<file path="config.mk">
export PLATFORM = sky130hd
export DESIGN_NAME = raster_line_compositor
export DESIGN_NICKNAME = d
export VERILOG_FILES = /design/src/sv/rlc_pkg.sv /design/src/sv/raster_line_compositor.sv /design/src/sv/rlc_ram.sv /design/src/sv/rlc_pixel_unit.sv
export SDC_FILE = /design/constraint.sdc
export NUM_CORES = 2
export LEC_CHECK = 0
export ABC_CLOCK_PERIOD_IN_PS = 6400
export BUFFER_PORTS_ARGS = -buffer_cell sky130_fd_sc_hd__buf_4
export CAP_MARGIN = 20
export CORE_MARGIN = 2
export CORE_UTILIZATION = 60
export DETAILED_ROUTE_END_ITERATION = 16
export HOLD_SLACK_MARGIN = 0.12
export PLACE_DENSITY_LB_ADDON = 0.1
export SLEW_MARGIN = 10
export SYNTH_ARGS = -nofsm -noshare
export SYNTH_HDL_FRONTEND = slang
export SYNTH_SLANG_ARGS = --single-unit
export TNS_END_PERCENT = 30
</file>
<file path="constraint.sdc">
create_clock -name i_clk -period 6.4 [get_ports i_clk]
set_input_delay 0.96 -clock i_clk [delete_from_list [all_inputs] [get_ports i_clk]]
set_output_delay 0.96 -clock i_clk [all_outputs]
set_load 0.02 [all_outputs]
</file>
<file path="src/sv/rlc_pkg.sv">
// Shared types and constants for the raster line compositor.
package rlc_pkg;

    // Defaults for the top-level parameters.
    localparam int LINE_PIXELS_DEF  = 384;
    localparam int SPRITE_COUNT_DEF = 8;

    // Fixed geometry of the character area.
    localparam int CHAR_COLUMNS = 40;
    localparam int CHAR_W       = 25;
    localparam int CHAR_X0      = 24;

    // Raster x of the line center, and the width of raster x arithmetic.
    localparam int RASTER_CENTER = 184;
    localparam int RX_W          = 11;

    // Border window edges for the forty- and thirty-eight-column modes.
    localparam int WIN_L_WIDE   = 24;
    localparam int WIN_R_WIDE   = 344;
    localparam int WIN_L_NARROW = 31;
    localparam int WIN_R_NARROW = 335;

    // Sprite widths in pixels, normal and double.
    localparam int SPRITE_SPAN     = 24;
    localparam int SPRITE_SPAN_DBL = 48;

    // Input operation codes.
    typedef enum logic [1:0] {
        OP_HEADER = 2'd0,
        OP_CHAR   = 2'd1,
        OP_SPRITE = 2'd2,
        OP_EMIT   = 2'd3
    } t_op;

    // Line header as held between headers.
    typedef struct packed {
        logic [3:0] c3;
        logic [3:0] c1;
        logic [3:0] bcol;
        logic       wide;
        logic [2:0] xscroll;
        logic       border_on;
    } t_header;

    // One stored sprite: position and the meaningful word bits.
    typedef struct packed {
        logic [8:0]  x;
        logic [30:0] word;
    } t_sprite;

endpackage

</file>
<file path="src/sv/raster_line_compositor.sv">
// Top level of the raster line compositor: stores, sequencer and output register.
//
// Header, character and sprite transactions are each stored on their handshake. An emit
// streams the line out as ceil(LINE_PIXELS/8) groups of eight pixels. The shared
// pixel unit resolves one pixel per cycle behind a two-step pipeline whose first
// step is the registered read of the character RAM, so each group passes through
// the issue state, a drain state and a state that loads the output register, and
// waits in that last state while the output side stalls. The input is not ready for
// the length of an emit. The output register lets a finished group wait while the
// next one is being built.
module raster_line_compositor import rlc_pkg::*; #(
    parameter int LINE_PIXELS  = LINE_PIXELS_DEF,
    parameter int SPRITE_COUNT = SPRITE_COUNT_DEF
) (
    input  logic        i_clk,
    input  logic        i_rst_n,
    input  logic        i_in_valid,
    output logic        o_in_ready,
    input  logic [1:0]  i_operation,
    input  logic [5:0]  i_slot,
    input  logic [31:0] i_word,
    input  logic [8:0]  i_sprite_x,
    input  logic        i_border_on,
    input  logic [2:0]  i_xscroll,
    input  logic        i_wide_columns,
    input  logic [3:0]  i_border_color,
    input  logic [3:0]  i_sprite_color_one,
    input  logic [3:0]  i_sprite_color_two,
    output logic        o_out_valid,
    input  logic        i_out_ready,
    output logic [5:0]  o_group,
    output logic [3:0]  o_pixel_a,
    output logic [3:0]  o_pixel_b,
    output logic [3:0]  o_pixel_c,
    output logic [3:0]  o_pixel_d,
    output logic [3:0]  o_pixel_e,
    output logic [3:0]  o_pixel_f,
    output logic [3:0]  o_pixel_g,
    output logic [3:0]  o_pixel_h,
    output logic        o_last
);

    localparam int GROUPS  = (LINE_PIXELS + 7) / 8;
    localparam int SIDX_W  = (SPRITE_COUNT > 1) ? $clog2(SPRITE_COUNT) : 1;
    localparam int CADDR_W = $clog2(CHAR_COLUMNS);
    localparam logic signed [RX_W-1:0] RX_OFF = RX_W'(RASTER_CENTER - LINE_PIXELS / 2);
    localparam logic [5:0] LAST_GROUP = 6'(GROUPS - 1);

    typedef enum logic [1:0] {
        S_IDLE,
        S_RUN,
        S_DRAIN,
        S_PUSH
    } t_state;

    t_state  r_state;
    t_header r_header;
    t_sprite r_sprite [SPRITE_COUNT];
    logic [CHAR_COLUMNS-1:0] r_char_valid;

    logic [5:0] r_group;
    logic [2:0] r_k;

    logic                   r_s1_valid;
    logic signed [RX_W-1:0] r_s1_rx;
    logic [2:0]             r_s1_q;
    logic                   r_s1_chit;
    logic                   r_s1_inline;
    logic [2:0]             r_s1_k;
    logic                   r_s1_cvalid;

    logic [3:0] r_asm [8];
    logic       r_out_valid;
    logic [5:0] r_out_group;
    logic [3:0] r_out_pix [8];
    logic       r_out_last;

    logic                   in_xact;
    logic                   out_xact;
    logic                   out_free;
    logic [8:0]             pix_idx;
    logic signed [RX_W-1:0] rx;
    logic signed [RX_W-1:0] pos;
    logic                   char_hit;
    logic [CADDR_W-1:0]     char_addr;
    logic                   char_we;
    logic [CHAR_W-1:0]      char_rdata;
    logic [CHAR_W-1:0]      char_word;
    logic [3:0]             pixel;

    assign in_xact  = i_in_valid && o_in_ready;
    assign out_xact = r_out_valid && i_out_ready;
    assign out_free = !r_out_valid || i_out_ready;

    // Line header, sprite and character-valid registers.
    always_ff @(posedge i_clk) begin
        if (!i_rst_n) begin
            r_header <= '0;
            for (int s = 0; s < SPRITE_COUNT; s++) begin
                r_sprite[s] <= '0;
            end
            r_char_valid <= '0;
        end else if (in_xact) begin
            unique case (t_op'(i_operation))
                OP_HEADER: begin
                    r_header.border_on <= i_border_on;
                    r_header.xscroll   <= i_xscroll;
                    r_header.wide      <= i_wide_columns;
                    r_header.bcol      <= i_border_color;
                    r_header.c1        <= i_sprite_color_one;
                    r_header.c3        <= i_sprite_color_two;
                end
                OP_CHAR: begin
                    if (char_we) begin
                        r_char_valid[i_slot[CADDR_W-1:0]] <= 1'b1;
                    end
                end
                OP_SPRITE: begin
                    if ({26'd0, i_slot} < SPRITE_COUNT) begin
                        r_sprite[i_slot[SIDX_W-1:0]].word <= i_word[30:0];
                        r_sprite[i_slot[SIDX_W-1:0]].x    <= i_sprite_x;
                    end
                end
                OP_EMIT: begin
                end
                default: begin
                end
            endcase
        end
    end

    // Character store.
    assign char_we = in_xact && (t_op'(i_operation) == OP_CHAR) &&
                     ({26'd0, i_slot} < CHAR_COLUMNS);

    rlc_ram #(
        .WIDTH (CHAR_W),
        .DEPTH (CHAR_COLUMNS)
    ) u_char_ram (
        .i_clk   (i_clk),
        .i_we    (char_we),
        .i_waddr (i_slot[CADDR_W-1:0]),
        .i_wdata ({i_word[31], i_word[23:0]}),
        .i_raddr (char_addr),
        .o_rdata (char_rdata)
    );

    // Issue step: raster position of the current pixel and its character column.
    assign pix_idx   = {r_group, r_k};
    assign rx        = $signed({2'b00, pix_idx}) + RX_OFF;
    assign pos       = rx - RX_W'(CHAR_X0) - $signed({8'd0, r_header.xscroll});
    assign char_hit  = (pos >= 0) && (pos < RX_W'(8 * CHAR_COLUMNS));
    assign char_addr = char_hit ? pos[CADDR_W+2:3] : '0;

    // Pipeline register between issue and the pixel unit.
    always_ff @(posedge i_clk) begin
        r_s1_rx     <= rx;
        r_s1_q      <= pos[2:0];
        r_s1_chit   <= char_hit;
        r_s1_inline <= ({1'b0, pix_idx} < 10'(LINE_PIXELS));
        r_s1_k      <= r_k;
        r_s1_cvalid <= r_char_valid[char_addr];
    end

    // A column never written reads as all zero.
    assign char_word = r_s1_cvalid ? char_rdata : '0;

    rlc_pixel_unit #(
        .SPRITE_COUNT (SPRITE_COUNT)
    ) u_pixel (
        .i_rx        (r_s1_rx),
        .i_q         (r_s1_q),
        .i_char_hit  (r_s1_chit),
        .i_in_line   (r_s1_inline),
        .i_char_word (char_word),
        .i_header    (r_header),
        .i_sprites   (r_sprite),
        .o_pixel     (pixel)
    );

    // Group assembly.
    always_ff @(posedge i_clk) begin
        if (r_s1_valid) begin
            r_asm[r_s1_k] <= pixel;
        end
    end

    // Sequencer and output register.
    always_ff @(posedge i_clk) begin
        if (!i_rst_n) begin
            r_state     <= S_IDLE;
            r_group     <= '0;
            r_k         <= '0;
            r_s1_valid  <= 1'b0;
            r_out_valid <= 1'b0;
        end else begin
            r_s1_valid <= (r_state == S_RUN);
            // The register empties on a taken group unless a new one loads in the same cycle.
            if (out_xact && !((r_state == S_PUSH) && out_free)) begin
                r_out_valid <= 1'b0;
            end
            unique case (r_state)
                S_IDLE: begin
                    if (in_xact && (t_op'(i_operation) == OP_EMIT)) begin
                        r_group <= '0;
                        r_k     <= '0;
                        r_state <= S_RUN;
                    end
                end
                S_RUN: begin
                    r_k <= r_k + 3'd1;
                    if (r_k == 3'd7) begin
                        r_state <= S_DRAIN;
                    end
                end
                S_DRAIN: begin
                    r_state <= S_PUSH;
                end
                S_PUSH: begin
                    if (out_free) begin
                        r_out_valid <= 1'b1;
                        r_out_group <= r_group;
                        r_out_last  <= (r_group == LAST_GROUP);
                        r_out_pix   <= r_asm;
                        if (r_group == LAST_GROUP) begin
                            r_state <= S_IDLE;
                        end else begin
                            r_group <= r_group + 6'd1;
                            r_state <= S_RUN;
                        end
                    end
                end
                default: begin
                    r_state <= S_IDLE;
                end
            endcase
        end
    end

    assign o_in_ready  = (r_state == S_IDLE);
    assign o_out_valid = r_out_valid;
    assign o_group     = r_out_group;
    assign o_last      = r_out_last;
    assign o_pixel_a   = r_out_pix[0];
    assign o_pixel_b   = r_out_pix[1];
    assign o_pixel_c   = r_out_pix[2];
    assign o_pixel_d   = r_out_pix[3];
    assign o_pixel_e   = r_out_pix[4];
    assign o_pixel_f   = r_out_pix[5];
    assign o_pixel_g   = r_out_pix[6];
    assign o_pixel_h   = r_out_pix[7];

endmodule

</file>
<file path="src/sv/rlc_ram.sv">
// Generic single-write, single-read RAM with a registered read port.
module rlc_ram #(
    parameter int WIDTH = 8,
    parameter int DEPTH = 16
) (
    input  logic                     i_clk,
    input  logic                     i_we,
    input  logic [$clog2(DEPTH)-1:0] i_waddr,
    input  logic [WIDTH-1:0]         i_wdata,
    input  logic [$clog2(DEPTH)-1:0] i_raddr,
    output logic [WIDTH-1:0]         o_rdata
);

    logic [WIDTH-1:0] r_mem [DEPTH];
    logic [WIDTH-1:0] r_rdata;

    // Write port and registered read port.
    always_ff @(posedge i_clk) begin
        if (i_we) begin
            r_mem[i_waddr] <= i_wdata;
        end
        r_rdata <= r_mem[i_raddr];
    end

    assign o_rdata = r_rdata;

endmodule

</file>
<file path="src/sv/rlc_pixel_unit.sv">
// Shared pixel unit: resolves border, sprite and character priority for one pixel.
module rlc_pixel_unit import rlc_pkg::*; #(
    parameter int SPRITE_COUNT = SPRITE_COUNT_DEF
) (
    input  logic signed [RX_W-1:0] i_rx,
    input  logic [2:0]             i_q,
    input  logic                   i_char_hit,
    input  logic                   i_in_line,
    input  logic [CHAR_W-1:0]      i_char_word,
    input  t_header                i_header,
    input  t_sprite                i_sprites [SPRITE_COUNT],
    output logic [3:0]             o_pixel
);

    logic signed [RX_W-1:0]  win_left;
    logic signed [RX_W-1:0]  win_right;
    logic                    in_border;
    logic [SPRITE_COUNT-1:0] spr_hit;
    logic [3:0]              spr_col [SPRITE_COUNT];
    logic                    sp_hit;
    logic [3:0]              sp_col;
    logic [1:0]              char_pair;
    logic [1:0]              char_code;
    logic [3:0]              char_col;

    // Border window test.
    assign win_left  = i_header.wide ? RX_W'(WIN_L_WIDE)  : RX_W'(WIN_L_NARROW);
    assign win_right = i_header.wide ? RX_W'(WIN_R_WIDE)  : RX_W'(WIN_R_NARROW);
    assign in_border = i_header.border_on || (i_rx < win_left) || (i_rx >= win_right);

    // Per-sprite coverage and colour.
    for (genvar s = 0; s < SPRITE_COUNT; s++) begin : g_spr
        logic [31:0]            w;
        logic signed [RX_W-1:0] off;
        logic                   in_span;
        logic [4:0]             spr_px;
        logic [3:0]             pair;
        logic [1:0]             code;
        logic                   bit_on;

        assign w       = {1'b0, i_sprites[s].word};
        assign off     = i_rx - $signed({2'b00, i_sprites[s].x});
        assign in_span = (off >= 0) &&
                         (off < (w[30] ? RX_W'(SPRITE_SPAN_DBL) : RX_W'(SPRITE_SPAN)));
        assign spr_px  = w[30] ? off[5:1] : off[4:0];
        assign pair    = spr_px[4:1];
        assign code    = w[5'd22 - {pair, 1'b0} +: 2];
        assign bit_on  = w[5'd23 - spr_px];

        assign spr_hit[s] = (w != 32'd0) && in_span && (w[29] ? (code != 2'd0) : bit_on);

        always_comb begin
            if (!w[29]) begin
                spr_col[s] = w[27:24];
            end else begin
                case (code)
                    2'd1:    spr_col[s] = i_header.c1;
                    2'd2:    spr_col[s] = w[27:24];
                    default: spr_col[s] = i_header.c3;
                endcase
            end
        end
    end

    // Higher sprite numbers override lower ones.
    always_comb begin
        sp_hit = 1'b0;
        sp_col = 4'd0;
        for (int s = 0; s < SPRITE_COUNT; s++) begin
            if (spr_hit[s]) begin
                sp_hit = 1'b1;
                sp_col = spr_col[s];
            end
        end
    end

    // Character pixel, hires or multicolour.
    assign char_pair = i_q[2:1];
    assign char_code = i_char_word[3'd7 - {char_pair, 1'b0} -: 2];

    always_comb begin
        if (!i_char_hit) begin
            char_col = 4'd0;
        end else if (i_char_word[24]) begin
            char_col = i_char_word[5'd8 + {1'b0, char_code, 2'b00} +: 4];
        end else if (i_char_word[3'd7 - i_q]) begin
            char_col = i_char_word[15:12];
        end else begin
            char_col = i_char_word[11:8];
        end
    end

    // Final priority.
    always_comb begin
        if (!i_in_line) begin
            o_pixel = 4'd0;
        end else if (in_border) begin
            o_pixel = i_header.bcol;
        end else if (sp_hit) begin
            o_pixel = sp_col;
        end else begin
            o_pixel = char_col;
        end
    end

endmodule

</file>
==> run metrics <==
number of port buffers 110; Max Used Layer met5; H-tree levels 4; Setup violations, final 0; final hold violation count 0; Via density around 6.4; VDD IR-drop max roughly 0.33 mV; initial antenna violation count 4; crit path launch type flop; Congestion Overflow GR 0; Adder-Cell Fraction of Synth Area 0.02505; Compound-Gate Fraction of Synth Area 0.1469; CP Data Arrival Time 6640 ps; RSZ-0062 raised after global routing no; main combinational cell family by area after synthesis compound AO/OA/AOI/OAI gates; critical path class flop to flop; fraction of layout cells with a size suffix above 1 0.1242; CTS tree built; Syn Inst Count 6226; number of global-route vias before repair between 40k and 50k; clk_skew 35.26 ps; Met3 Wirelength a little under 20000 um; most frequent CP cell ha_1; Reg clk slew, reported paths ~60 ps; drc violations 0; post-synthesis mux area share 0.05976; first-pass GRT wire length a little over 300000 um; # rows 124; Async S/R FF share, synth 0; Core Area roughly 110000 um^2; Antenna Violating Nets Remaining 0; CTS Hold Bufs 0; Post-Syn Nets roughly 6.4k; Worst path slowest cell or4_1; hold crit path type flop to flop; clk buf depth 3; Vias about 50k; CP max FO 8; Post-synth EDFFs approximately 1.1k; die footprint ~120000 um^2; Main synth FF type edfxtp_1; fin. max-slew vios 0; Distinct cells, synth 113; Synth Area in Simple Gates 0.1343; initial core utilization 0.6046; Die X roughly 340 um; dpl ws between 40 and 50 ps; max cap viols 0; Synth area leaders edfxtp_1 47%, dfxtp_1 13%, nand2_1 8.7%; first drt pass iteration count 8; fillers 8490; status finished clean; synthesized area per cell about 11 um^2; WP data required between 6000 and 7000 ps; endpoint type of the worst setup path flop; CP cell instances clkinvlp_4, ha_1, fa_1, nor2b_1, o31a_1, a21oi_1, or4_1, and2_1, o211ai_1, o21ai_0, o21ai_1, inv_1, ha_1, a2111oi_1, nand3_1, a2111o_1, or2_1, a221o_1, a311oi_4, o22ai_1, buf_4; Routed WL 207900 um; I/O Pins ~110; Leak ~26 nW; CTS buffer count roughly 160; fmax ~0.16 GHz; worst setup margin just under 300 ps; HPWL after DPL approximately 130000 um; # clock sinks around 1.5k; worst-margin pin slew ~1200 ps; Tmin final approximately 6000 ps; most instantiated library cell after synthesis nand2_1; gp weighted congestion roughly 1; Final #Nets between 6k and 7k; post-synth top area share 0.4652; Area growth syn-to-layout 11.32%; Power Dens Cells roughly 270 nW/um^2; setup TNS 0 ps; post-synth top area cell edfxtp_1; number of diodes 0; sequential fraction of the synthesis area 0.5903; root buf cell clkbuf_16; xor/xnor share of the synthesized area 0.009899; Hold Worst Slack 409.7 ps; chip height 343.5 um; worst slew margin relative to its limit 0.2283; Tot GR Track Use 0.3492; CP max stage delay about 570 ps; Met2 Wirelength 97040 um; Wirelength per Cell between 20 and 30 um; clk_lat worst skew 820 ps; DRT iter0 DRCs around 6.2k; fin crit share 0.9548; register bit count reported by yosys around 1.5k; Commonest cells post-synth 1597 x nand2_1, 1071 x edfxtp_1, 432 x dfxtp_1; largest net degree at the start of global routing about 150; DRT met1 WL 81950 um; cell area after synthesis 69140 um^2; YS warnings 0
cells by family (layout without fill, tap and decap cells):
kind of cell,count (synthesis),in the layout
DFF,1503,1503
buffers and inverters,571,714
and+or+nand+nor,2177,2177
muxes,324,324
adders and majority gates,133,133
AOI/OAI and AO/OA,1444,1444
xor gates and xnor gates,74,74
state kept, by name, summed over array words and instances, names as in the netlist, 2 cells and up:
| signal | cells |
|---|---|
| r_state | 2 |
| r_group | 6 |
| r_char_valid | 40 |
| r_header | 17 |
| o_pixel_h | 4 |
| r_k | 3 |
| o_pixel_d | 4 |
| o_group | 6 |
| o_pixel_c | 4 |
| r_s1_rx | 9 |
| o_pixel_f | 4 |
| o_pixel_e | 4 |
| r_sprite | 320 |
| o_pixel_a | 4 |
| u_char_ram.r_mem | 1000 |
| o_pixel_g | 4 |
| r_asm | 32 |
| r_s1_k | 2 |
| o_pixel_b | 4 |
| r_s1_q | 3 |
| u_char_ram.o_rdata | 25 |
placed cells by master, fill, tap and decap left out, types with 50 or more instances in the layout:
cell	n
a211oi_1	58
a221oi_1	56
buf_4	249
ha_1	124
nor2_1	98
clkbuf_16	155
a31oi_1	113
and3_1	50
nand2_1	1597
a21oi_1	302
inv_1	153
o21ai_0	111
a21boi_0	370
nand3_1	82
mux4_2	62
dfxtp_1	431
edfxtp_1	1071
mux2i_1	173
mux2_2	83
nor4_1	69
routing by layer:
layer,vias to the layer above,GRT usage
li1,22760,-
met5,-,0
met2,2547,0.5613
met3,450,0.05824
met1,24730,0.4708
met4,6,0.1542
worst max-delay path: cells and delay by family (launching register included):
| family | cells | cell delay (ps) |
|---|---|---|
| DFF | 1 | 380 |
| and+or+nand+nor | 5 | 1470 |
| adders and majority gates | 3 | 890 |
| buffers and inverters | 3 | 530 |
| AOI/OAI and AO/OA | 10 | 2560 |
final timing paths:
check | start | end | slack [ps] | depth (start not counted)
worst max register to register | r_s1_k[0] | r_asm[3] | 290 | 21
worst max-delay path | r_s1_k[0] | r_asm[3] | 290 | 21
worst min-delay path | r_asm[30] | o_pixel_a[2] | 410 | 0
worst min register to register | r_asm[30] | o_pixel_a[2] | 410 | 0
what timing repair did:
item / in CTS / in global routing
resized for setup: 0 / 14
setup endpoints to repair: 0 / 32
setup buffers: 0 / 1
where the power goes:
part           internal, mW  leakage (nW)  switching (mW)  total (mW)
clock                  4.97          2.43            3.99        8.96
sequential             10.4          13.1          0.0452        10.5
combinational         0.319          10.7           0.856        1.17
layout make-up:
type | count | area [um^2] | share of cell area
clock buffers | 204 | 4180 | 0.05431
clock inverters | 85 | 907.1 | 0.01179
inverters | 159 | 600.6 | 0.007803
multi-input cells | 4152 | 26350 | 0.3423
flip-flops and latches | 1503 | 40810 | 0.5302
well taps | 1512 | 1892 | 0.02458
repair buffers | 266 | 2227 | 0.02894
stage by stage:
stage               instances  instance area, um^2  utilization  total power, mW
global placement         7586                71690       0.6269            11.83
finish                   7881                76970       0.6731            20.63
floorplan                6226                69140            -            11.33
global route             7881                76970       0.6731            21.13
CTS                      7879                76880       0.6723            20.68
detailed placement       7590                71790       0.6278            11.85
(Power assumes the default switching activity.)
